<file path="config.mk">
export PLATFORM = sky130hd
export DESIGN_NAME = transport_pseudo_header_checksum_core_flat
export DESIGN_NICKNAME = d
export VERILOG_FILES = /design/src/hw/rtl/tphc_pkg.sv /design/src/hw/rtl/tphc_if.sv /design/src/hw/rtl/transport_pseudo_header_checksum_core.sv /design/src/flat_wrapper.sv
export SDC_FILE = /design/constraint.sdc
export NUM_CORES = 1
export LEC_CHECK = 0
export BUFFER_PORTS_ARGS = -buffer_cell sky130_fd_sc_hd__buf_2
export CORE_MARGIN = 10
export CORE_UTILIZATION = 45
export CTS_CLUSTER_SIZE = 10
export DETAILED_ROUTE_END_ITERATION = 8
export SLEW_MARGIN = 20
export SYNTH_ARGS = -nofsm -noshare
export SYNTH_HDL_FRONTEND = slang
export SYNTH_SLANG_ARGS = --single-unit
</file>
<file path="constraint.sdc">
create_clock -name clk_i -period 11.15 [get_ports clk_i]
set_input_delay 1.115 -clock clk_i [delete_from_list [all_inputs] [get_ports clk_i]]
set_output_delay 1.115 -clock clk_i [all_outputs]
set_load 0.02 [all_outputs]
</file>
<file path="src/hw/rtl/tphc_pkg.sv">
// Package for the transport pseudo-header checksum core.
// Holds field widths, register indexes, protocol constants and checksum helpers.
// No dependencies.
`default_nettype none

package tphc_pkg;

  // Field widths
  localparam int unsigned DATA_W    = 8;
  localparam int unsigned WORD_W    = 16;
  localparam int unsigned CFG_W     = 64;
  localparam int unsigned CFG_IDX_W = 3;

  // Configuration register indexes
  localparam logic [CFG_IDX_W-1:0] CFG_IP_VERSION_SIX   = 3'd0;
  localparam logic [CFG_IDX_W-1:0] CFG_TRANSPORT_IS_UDP = 3'd1;
  localparam logic [CFG_IDX_W-1:0] CFG_SOURCE_ADDR_HIGH = 3'd2;
  localparam logic [CFG_IDX_W-1:0] CFG_SOURCE_ADDR_LOW  = 3'd3;
  localparam logic [CFG_IDX_W-1:0] CFG_DEST_ADDR_HIGH   = 3'd4;
  localparam logic [CFG_IDX_W-1:0] CFG_DEST_ADDR_LOW    = 3'd5;

  // Protocol numbers, checksum field offsets, minimum header lengths
  localparam logic [WORD_W-1:0] PROTO_TCP = 16'd6;
  localparam logic [WORD_W-1:0] PROTO_UDP = 16'd17;
  localparam int unsigned CKS_OFF_TCP = 16;
  localparam int unsigned CKS_OFF_UDP = 6;
  localparam int unsigned MIN_LEN_TCP = 20;
  localparam int unsigned MIN_LEN_UDP = 8;

  localparam int unsigned DEF_MAX_SEG_BYTES = 65535;

  // Ones'-complement add of two words with end-around carry
  function automatic logic [WORD_W-1:0] oc_add(input logic [WORD_W-1:0] a,
                                               input logic [WORD_W-1:0] b);
    logic [WORD_W:0] s;
    logic [WORD_W:0] f;
    s = {1'b0, a} + {1'b0, b};
    f = {1'b0, s[WORD_W-1:0]} + {{WORD_W{1'b0}}, s[WORD_W]};
    return f[WORD_W-1:0];
  endfunction

  // Ones'-complement sum of the four 16-bit words of a 64-bit value
  function automatic logic [WORD_W-1:0] oc_fold64(input logic [CFG_W-1:0] v);
    logic [WORD_W+1:0] s;
    logic [WORD_W:0]   f1;
    logic [WORD_W:0]   f2;
    s  = 18'(v[63:48]) + 18'(v[47:32]) + 18'(v[31:16]) + 18'(v[15:0]);
    f1 = 17'(s[WORD_W-1:0]) + 17'(s[WORD_W+1:WORD_W]);
    f2 = 17'(f1[WORD_W-1:0]) + 17'(f1[WORD_W]);
    return f2[WORD_W-1:0];
  endfunction

endpackage

`default_nettype wire

</file>
<file path="src/hw/rtl/tphc_if.sv">
// Stream interfaces of the transport pseudo-header checksum core.
// Input channel carries segment bytes, output channel carries results.
// Depends on tphc_pkg.
`default_nettype none

interface tphc_in_if;
  logic                        valid;
  logic                        ready;
  logic [tphc_pkg::DATA_W-1:0] data_byte;
  logic                        last_byte;

  modport source (output valid, data_byte, last_byte, input ready);
  modport sink   (input valid, data_byte, last_byte, output ready);
endinterface

interface tphc_out_if;
  logic                        valid;
  logic                        ready;
  logic [tphc_pkg::WORD_W-1:0] checksum_value;
  logic [tphc_pkg::WORD_W-1:0] segment_length;
  logic                        too_short;
  logic                        too_long;

  modport source (output valid, checksum_value, segment_length, too_short, too_long,
                  input ready);
  modport sink   (input valid, checksum_value, segment_length, too_short, too_long,
                  output ready);
endinterface

`default_nettype wire

</file>
<file path="src/hw/rtl/transport_pseudo_header_checksum_core.sv">
// Top level of the TCP/UDP pseudo-header checksum core.
// Depends on tphc_pkg and the stream interfaces in tphc_if.sv.
//
//   channel  | dir | payload                                          | handshake
//   ---------+-----+--------------------------------------------------+-------------
//   in_i     | in  | data_byte, last_byte                             | valid/ready
//   out_o    | out | checksum_value, segment_length, too_short, too_long | valid/ready
//   cfg      | in  | cfg_idx_i, cfg_wdata_i                           | cfg_we_i
//
// One byte is taken per cycle unless stalled. The segment stage folds the last byte into
// the pending register; the finish stage then adds the pseudo-header into the output
// register. Both stages stall together when the output register is full and not taken.
// Reset clears configuration, the running segment state and both valid flags.
`default_nettype none

module transport_pseudo_header_checksum_core #(
  parameter int unsigned MaxSegmentBytes = tphc_pkg::DEF_MAX_SEG_BYTES
) (
  input  wire                             clk_i,
  input  wire                             rst_ni,
  input  wire                             cfg_we_i,
  input  wire [tphc_pkg::CFG_IDX_W-1:0]   cfg_idx_i,
  input  wire [tphc_pkg::CFG_W-1:0]       cfg_wdata_i,
  tphc_in_if.sink                         in_i,
  tphc_out_if.source                      out_o
);
  import tphc_pkg::*;

  localparam int unsigned    CntW     = $clog2(MaxSegmentBytes + 2);
  localparam logic [CntW-1:0] CntSat  = CntW'(MaxSegmentBytes + 1);
  localparam logic [WORD_W-1:0] MaxSeg = WORD_W'(MaxSegmentBytes);

  // Configuration registers and per-register word sums
  // IPv4 uses only the low 32 bits of the low address registers
  logic                ip6_q, udp_q;
  logic [2*WORD_W-1:0] src_lo_q, dst_lo_q;
  logic [WORD_W-1:0]   src_hi_ps_q, src_lo_ps_q, dst_hi_ps_q, dst_lo_ps_q;
  logic [WORD_W-1:0]   wdata_ps;

  assign wdata_ps = oc_fold64(cfg_wdata_i);

  always_ff @(posedge clk_i or negedge rst_ni) begin
    if (!rst_ni) begin
      ip6_q       <= 1'b0;
      udp_q       <= 1'b0;
      src_lo_q    <= '0;
      dst_lo_q    <= '0;
      src_hi_ps_q <= '0;
      src_lo_ps_q <= '0;
      dst_hi_ps_q <= '0;
      dst_lo_ps_q <= '0;
    end else if (cfg_we_i) begin
      case (cfg_idx_i)
        CFG_IP_VERSION_SIX:   ip6_q <= cfg_wdata_i[0];
        CFG_TRANSPORT_IS_UDP: udp_q <= cfg_wdata_i[0];
        CFG_SOURCE_ADDR_HIGH: begin
          src_hi_ps_q <= wdata_ps;
        end
        CFG_SOURCE_ADDR_LOW: begin
          src_lo_q    <= cfg_wdata_i[2*WORD_W-1:0];
          src_lo_ps_q <= wdata_ps;
        end
        CFG_DEST_ADDR_HIGH: begin
          dst_hi_ps_q <= wdata_ps;
        end
        CFG_DEST_ADDR_LOW: begin
          dst_lo_q    <= cfg_wdata_i[2*WORD_W-1:0];
          dst_lo_ps_q <= wdata_ps;
        end
        default: ;
      endcase
    end
  end

  // Handshake: both stages move whenever the output register can take a result
  logic out_valid_q;
  logic advance;
  logic accept;

  assign advance    = !out_valid_q || out_o.ready;
  assign in_i.ready = advance;
  assign accept     = in_i.valid && advance;

  // Segment stage: running sum, byte count and held high byte
  logic [WORD_W-1:0] sum_q;
  logic [CntW-1:0]   cnt_q;
  logic [DATA_W-1:0] held_q;
  logic              odd_q;

  logic [CntW-1:0]   cks_at;
  logic              cks_byte;
  logic [DATA_W-1:0] byte_eff;
  logic [CntW-1:0]   cnt_inc;
  logic [WORD_W-1:0] add_word;
  logic [WORD_W-1:0] add_sum;

  always_comb begin
    cks_at   = udp_q ? CntW'(CKS_OFF_UDP) : CntW'(CKS_OFF_TCP);
    cks_byte = (cnt_q == cks_at) || (cnt_q == cks_at + CntW'(1));
    byte_eff = cks_byte ? '0 : in_i.data_byte;
    cnt_inc  = (cnt_q != CntSat) ? cnt_q + CntW'(1) : cnt_q;
    // A lone final byte is padded with a zero low byte
    add_word = odd_q ? {held_q, byte_eff} : {byte_eff, 8'h00};
    add_sum  = oc_add(sum_q, add_word);
  end

  always_ff @(posedge clk_i or negedge rst_ni) begin
    if (!rst_ni) begin
      sum_q  <= '0;
      cnt_q  <= '0;
      held_q <= '0;
      odd_q  <= 1'b0;
    end else if (accept) begin
      if (in_i.last_byte) begin
        sum_q  <= '0;
        cnt_q  <= '0;
        held_q <= '0;
        odd_q  <= 1'b0;
      end else begin
        cnt_q <= cnt_inc;
        if (odd_q) begin
          sum_q  <= add_sum;
          held_q <= '0;
          odd_q  <= 1'b0;
        end else begin
          held_q <= byte_eff;
          odd_q  <= 1'b1;
        end
      end
    end
  end

  // Pending result: data sum and count of a finished segment
  logic              pend_valid_q;
  logic [WORD_W-1:0] pend_sum_q;
  logic [CntW-1:0]   pend_cnt_q;
  logic              pend_udp_q;
  logic              pend_ip6_q;

  always_ff @(posedge clk_i or negedge rst_ni) begin
    if (!rst_ni) begin
      pend_valid_q <= 1'b0;
    end else if (advance) begin
      pend_valid_q <= accept && in_i.last_byte;
    end
  end

  always_ff @(posedge clk_i) begin
    if (accept && in_i.last_byte) begin
      pend_sum_q <= add_sum;
      pend_cnt_q <= cnt_inc;
      pend_udp_q <= udp_q;
      pend_ip6_q <= ip6_q;
    end
  end

  // Finish stage: add pseudo-header words in one adder, then fold twice
  logic              too_long;
  logic              too_short;
  logic [WORD_W-1:0] seg_len;
  logic [WORD_W-1:0] proto;
  logic [WORD_W-1:0] t_a, t_b, t_c, t_d;
  logic [WORD_W+2:0] total;
  logic [WORD_W:0]   fold1;
  logic [WORD_W:0]   fold2;

  always_comb begin
    too_long  = (pend_cnt_q == CntSat);
    seg_len   = too_long ? MaxSeg : WORD_W'(pend_cnt_q);
    too_short = pend_udp_q ? (pend_cnt_q < CntW'(MIN_LEN_UDP))
                           : (pend_cnt_q < CntW'(MIN_LEN_TCP));
    proto     = pend_udp_q ? PROTO_UDP : PROTO_TCP;
    if (pend_ip6_q) begin
      t_a = src_hi_ps_q;
      t_b = src_lo_ps_q;
      t_c = dst_hi_ps_q;
      t_d = dst_lo_ps_q;
    end else begin
      t_a = src_lo_q[31:16];
      t_b = src_lo_q[15:0];
      t_c = dst_lo_q[31:16];
      t_d = dst_lo_q[15:0];
    end
    total = 19'(pend_sum_q) + 19'(proto) + 19'(seg_len)
          + 19'(t_a) + 19'(t_b) + 19'(t_c) + 19'(t_d);
    fold1 = 17'(total[WORD_W-1:0]) + 17'(total[WORD_W+2:WORD_W]);
    fold2 = 17'(fold1[WORD_W-1:0]) + 17'(fold1[WORD_W]);
  end

  // Output register
  logic [WORD_W-1:0] cks_q;
  logic [WORD_W-1:0] len_q;
  logic              short_q;
  logic              long_q;

  always_ff @(posedge clk_i or negedge rst_ni) begin
    if (!rst_ni) begin
      out_valid_q <= 1'b0;
    end else if (advance) begin
      out_valid_q <= pend_valid_q;
    end
  end

  always_ff @(posedge clk_i) begin
    if (advance && pend_valid_q) begin
      cks_q   <= ~fold2[WORD_W-1:0];
      len_q   <= seg_len;
      short_q <= too_short;
      long_q  <= too_long;
    end
  end

  assign out_o.valid          = out_valid_q;
  assign out_o.checksum_value = cks_q;
  assign out_o.segment_length = len_q;
  assign out_o.too_short      = short_q;
  assign out_o.too_long       = long_q;

endmodule

`default_nettype wire

</file>
<file path="src/flat_wrapper.sv">
// flat-port wrapper written by rule: the top's interface ports become plain ports
module transport_pseudo_header_checksum_core_flat import tphc_pkg::*;
#(
  parameter int unsigned MaxSegmentBytes = tphc_pkg::DEF_MAX_SEG_BYTES
)
  (clk_i, rst_ni, cfg_we_i, cfg_idx_i, cfg_wdata_i, in_i_valid, in_i_data_byte, in_i_last_byte, in_i_ready, out_o_valid, out_o_checksum_value, out_o_segment_length, out_o_too_short, out_o_too_long, out_o_ready);
  tphc_in_if in_i_i ();
  tphc_out_if out_o_i ();
  input  wire clk_i;
  input  wire rst_ni;
  input  wire cfg_we_i;
  input  wire [tphc_pkg::CFG_IDX_W-1:0] cfg_idx_i;
  input  wire [tphc_pkg::CFG_W-1:0] cfg_wdata_i;
  input wire logic [$bits(in_i_i.valid)-1:0] in_i_valid;
  input wire logic [$bits(in_i_i.data_byte)-1:0] in_i_data_byte;
  input wire logic [$bits(in_i_i.last_byte)-1:0] in_i_last_byte;
  output wire logic [$bits(in_i_i.ready)-1:0] in_i_ready;
  output wire logic [$bits(out_o_i.valid)-1:0] out_o_valid;
  output wire logic [$bits(out_o_i.checksum_value)-1:0] out_o_checksum_value;
  output wire logic [$bits(out_o_i.segment_length)-1:0] out_o_segment_length;
  output wire logic [$bits(out_o_i.too_short)-1:0] out_o_too_short;
  output wire logic [$bits(out_o_i.too_long)-1:0] out_o_too_long;
  input wire logic [$bits(out_o_i.ready)-1:0] out_o_ready;
  assign in_i_i.valid = in_i_valid;
  assign in_i_i.data_byte = in_i_data_byte;
  assign in_i_i.last_byte = in_i_last_byte;
  assign in_i_ready = in_i_i.ready;
  assign out_o_valid = out_o_i.valid;
  assign out_o_checksum_value = out_o_i.checksum_value;
  assign out_o_segment_length = out_o_i.segment_length;
  assign out_o_too_short = out_o_i.too_short;
  assign out_o_too_long = out_o_i.too_long;
  assign out_o_i.ready = out_o_ready;
  transport_pseudo_header_checksum_core #(.MaxSegmentBytes(MaxSegmentBytes)) u_core (.clk_i(clk_i), .rst_ni(rst_ni), .cfg_we_i(cfg_we_i), .cfg_idx_i(cfg_idx_i), .cfg_wdata_i(cfg_wdata_i), .in_i(in_i_i), .out_o(out_o_i));
endmodule
</file>
==> flow_summary.ini <==
[synthesis]
synthDistinctLibCells = 80
syn_inst = 1729
syn_area_sq_mm = 0.0169
avgSynthCellArea_sq_um = 9.76
syn_nets = 1979
synth_edf_count = 69
ys.flop_type = dfrtp_1
yosys_warnings = 0
async_flop_share_pct = 71.6
ys_ff_latch = 243
seq_area_frac_synth_pct = 38.1

[cells_and_area]
antenna_cells = 0
final_common_cell = nand2_1
fin_nets = 2076
syn_to_final_growth_pct = 11.1
n_fill_cell = 3410
layout_common_cells = nand2_1 (207), inv_1 (190), dfrtp_1 (174)
drive_gt1_share_pct = 13.4

[min_path]
hold_path.startpoint = u_core.ip6_q
holdPathEnd = u_core.pend_ip6_q
holdPathStages = 0
hold_path_class = reg -> reg

[clocking]
numCtsBuffers = 29
post-cts-setup-buffers = 0
clkLatencyLatePin_ns = 0.55
cts.clk_slew.worst_paths_ns = 0.06
cts-root-buf = clkbuf_16
ctsResizeCount = 0
htree_levels = 1
cts_sinks = 243
cts_max_path_buffers = 3
cts_tree = done
hold_buffers = 0

[global_route]
met2_usage_pct = 31.7
grt_antenna_before_repair = 0
grt_usage_pct = 18.8
grt_pass1_wl_microns = 67700
grt_util_met3_pct = 2.22
top_usage_layer = met2
grt_max_degree = 99
overflow = 0
gr-usage-met1_pct = 25.6
first_global_vias = 12100

[setup_path]
r2r-start = u_core.pend_udp_q
worst-r2r-setup-slack_ns = 1.14
rr_worst_depth = 40
critical-path-max-stage-delay_ns = 0.55
r2r-end = u_core.out_o.checksum_value[14]
cp-start-kind = flip-flop
crit_path_max_fanout = 7
critPathRequiredTime_ns = 11.43
path_delay_family = adder cells
critical_path_class = reg -> reg
path_buf_inv = 4
slowest_stage = fa_1
cpMostUsedCell = fa_1
endpoint_kind = flip-flop
crit_arrival_ns = 10.28

[timing]
rsz0062_at_grt = false
fin_crit_sh_pct = 89.8
min_period_ns = 10.01
hold_viol_final = 0
finalClockSkew_ns = 0.0137
relSlewSlack_pct = 28.4
worst_slew_pin_slew_ns = 1.07
fin_tns_setup_ns = 0
finalSetupViolCount = 0
fmax_mhz = 99.9
final_max_slew_viol_count = 0

[flow_run]
drv_cap = 0

[placed_design]
numPortBuffers = 116
hpwl_microns = 33500
place.gp.congestion = 0.877

[die]
die_w_microns = 214
rows = 70
die_area_sq_mm = 0.0456
initial_core_util_pct = 45.9
core_sq_mm = 0.0368
die_h_microns = 214
ioPinCount = 117

[drt]
drcViolationCount = 0
dr.pass1.iters = 5
vias = 12300
drtIter0Drc = 815
vias_per_cell = 5.31
ant_nets = 0
wl_microns = 42500
wl_per_cell_microns = 18.4

[run_status]
status = completed
## per-stage QoR
step,instances,hold slack [ns],setup WS [ns],area [sq um],utilization [%]
floorplan,1729,0.421,2.25,16900,-
global placement,2263,0.434,1.31,17900,48.7
detailed placement,2263,0.446,1.16,17900,48.7
CTS,2314,0.454,1.13,18700,50.9
global route,2314,0.473,0.319,18700,50.9
finish,2314,0.455,1.14,18700,50.9
## cell usage after synthesis, drive strengths merged (26+ instances only)
master,n,area [sq um]
edfxtp,69,2070
and3,31,194
clkbuf,52,195
a22o,35,307
xnor2,80,708
ha,83,1040
nor3,29,150
inv,190,713
nand3,45,225
xor2,47,412
fa,86,1720
mux2,44,495
nor2,72,270
or2,26,163
o21ai,167,840
dfrtp,174,4350
a21oi,38,190
nand2,207,777
## routing by layer
layer  share of wire [%]  vias up
met4                 1.7        0
li1                    -     6167
met2                  49      180
met1                  46     5908
met3                 3.4       39
met5                   0        -
## worst max path at each step
stage,from,end,slack (ns),cells after the start
after detailed placement,u_core.pend_udp_q,u_core.out_o.checksum_value[14],1.16,40
after floorplan,u_core.pend_udp_q,u_core.out_o.checksum_value[14],2.25,40
final,u_core.pend_udp_q,u_core.out_o.checksum_value[14],1.14,40
after global placement,u_core.pend_udp_q,u_core.out_o.checksum_value[14],1.31,40
after CTS,u_core.pend_udp_q,u_core.out_o.checksum_value[14],1.13,40
after global routing,u_core.pend_udp_q,u_core.out_o.checksum_value[15],0.32,40
## flip-flops by register name, indices dropped and copies added (netlist names), 8 cells and up
signal and flops:
u_core.pend_cnt_q 17, u_core.cnt_q 17, u_core.src_hi_ps_q 16, u_core.pend_sum_q 16
u_core.out_o.checksum_value 16, u_core.src_lo_ps_q 16, u_core.dst_lo_ps_q 16, u_core.src_lo_q 32
u_core.held_q 8, u_core.dst_lo_q 32, u_core.dst_hi_ps_q 16, u_core.sum_q 16
u_core.out_o.segment_length 16
## area by class of cell
type	instances	area (sq um)	share of cell area (%)
multi-input cells	1236	9510	50.8
flip-flops and latches	243	6430	34.3
inverters	190	713	3.81
clock buffers	49	821	4.38
repair buffers	126	662	3.53
well taps	468	586	3.13
clock inverters	2	17.5	0.0935
## cell families (layout without fill, tap and decap cells)
family	Yosys count	in the layout	share of synthesized area (%)
buf+inv	250	367	5.62
mux	68	68	4.36
simple gates	502	502	14.6
fa+ha+maj	169	169	16.4
compound gates	369	369	14.2
xor+xnor	128	128	6.77
flops	243	243	38.1
Power is left out: the tool's default activity adds up to more than one toggle a clock period on the data nets, which glitch-free logic cannot reach.
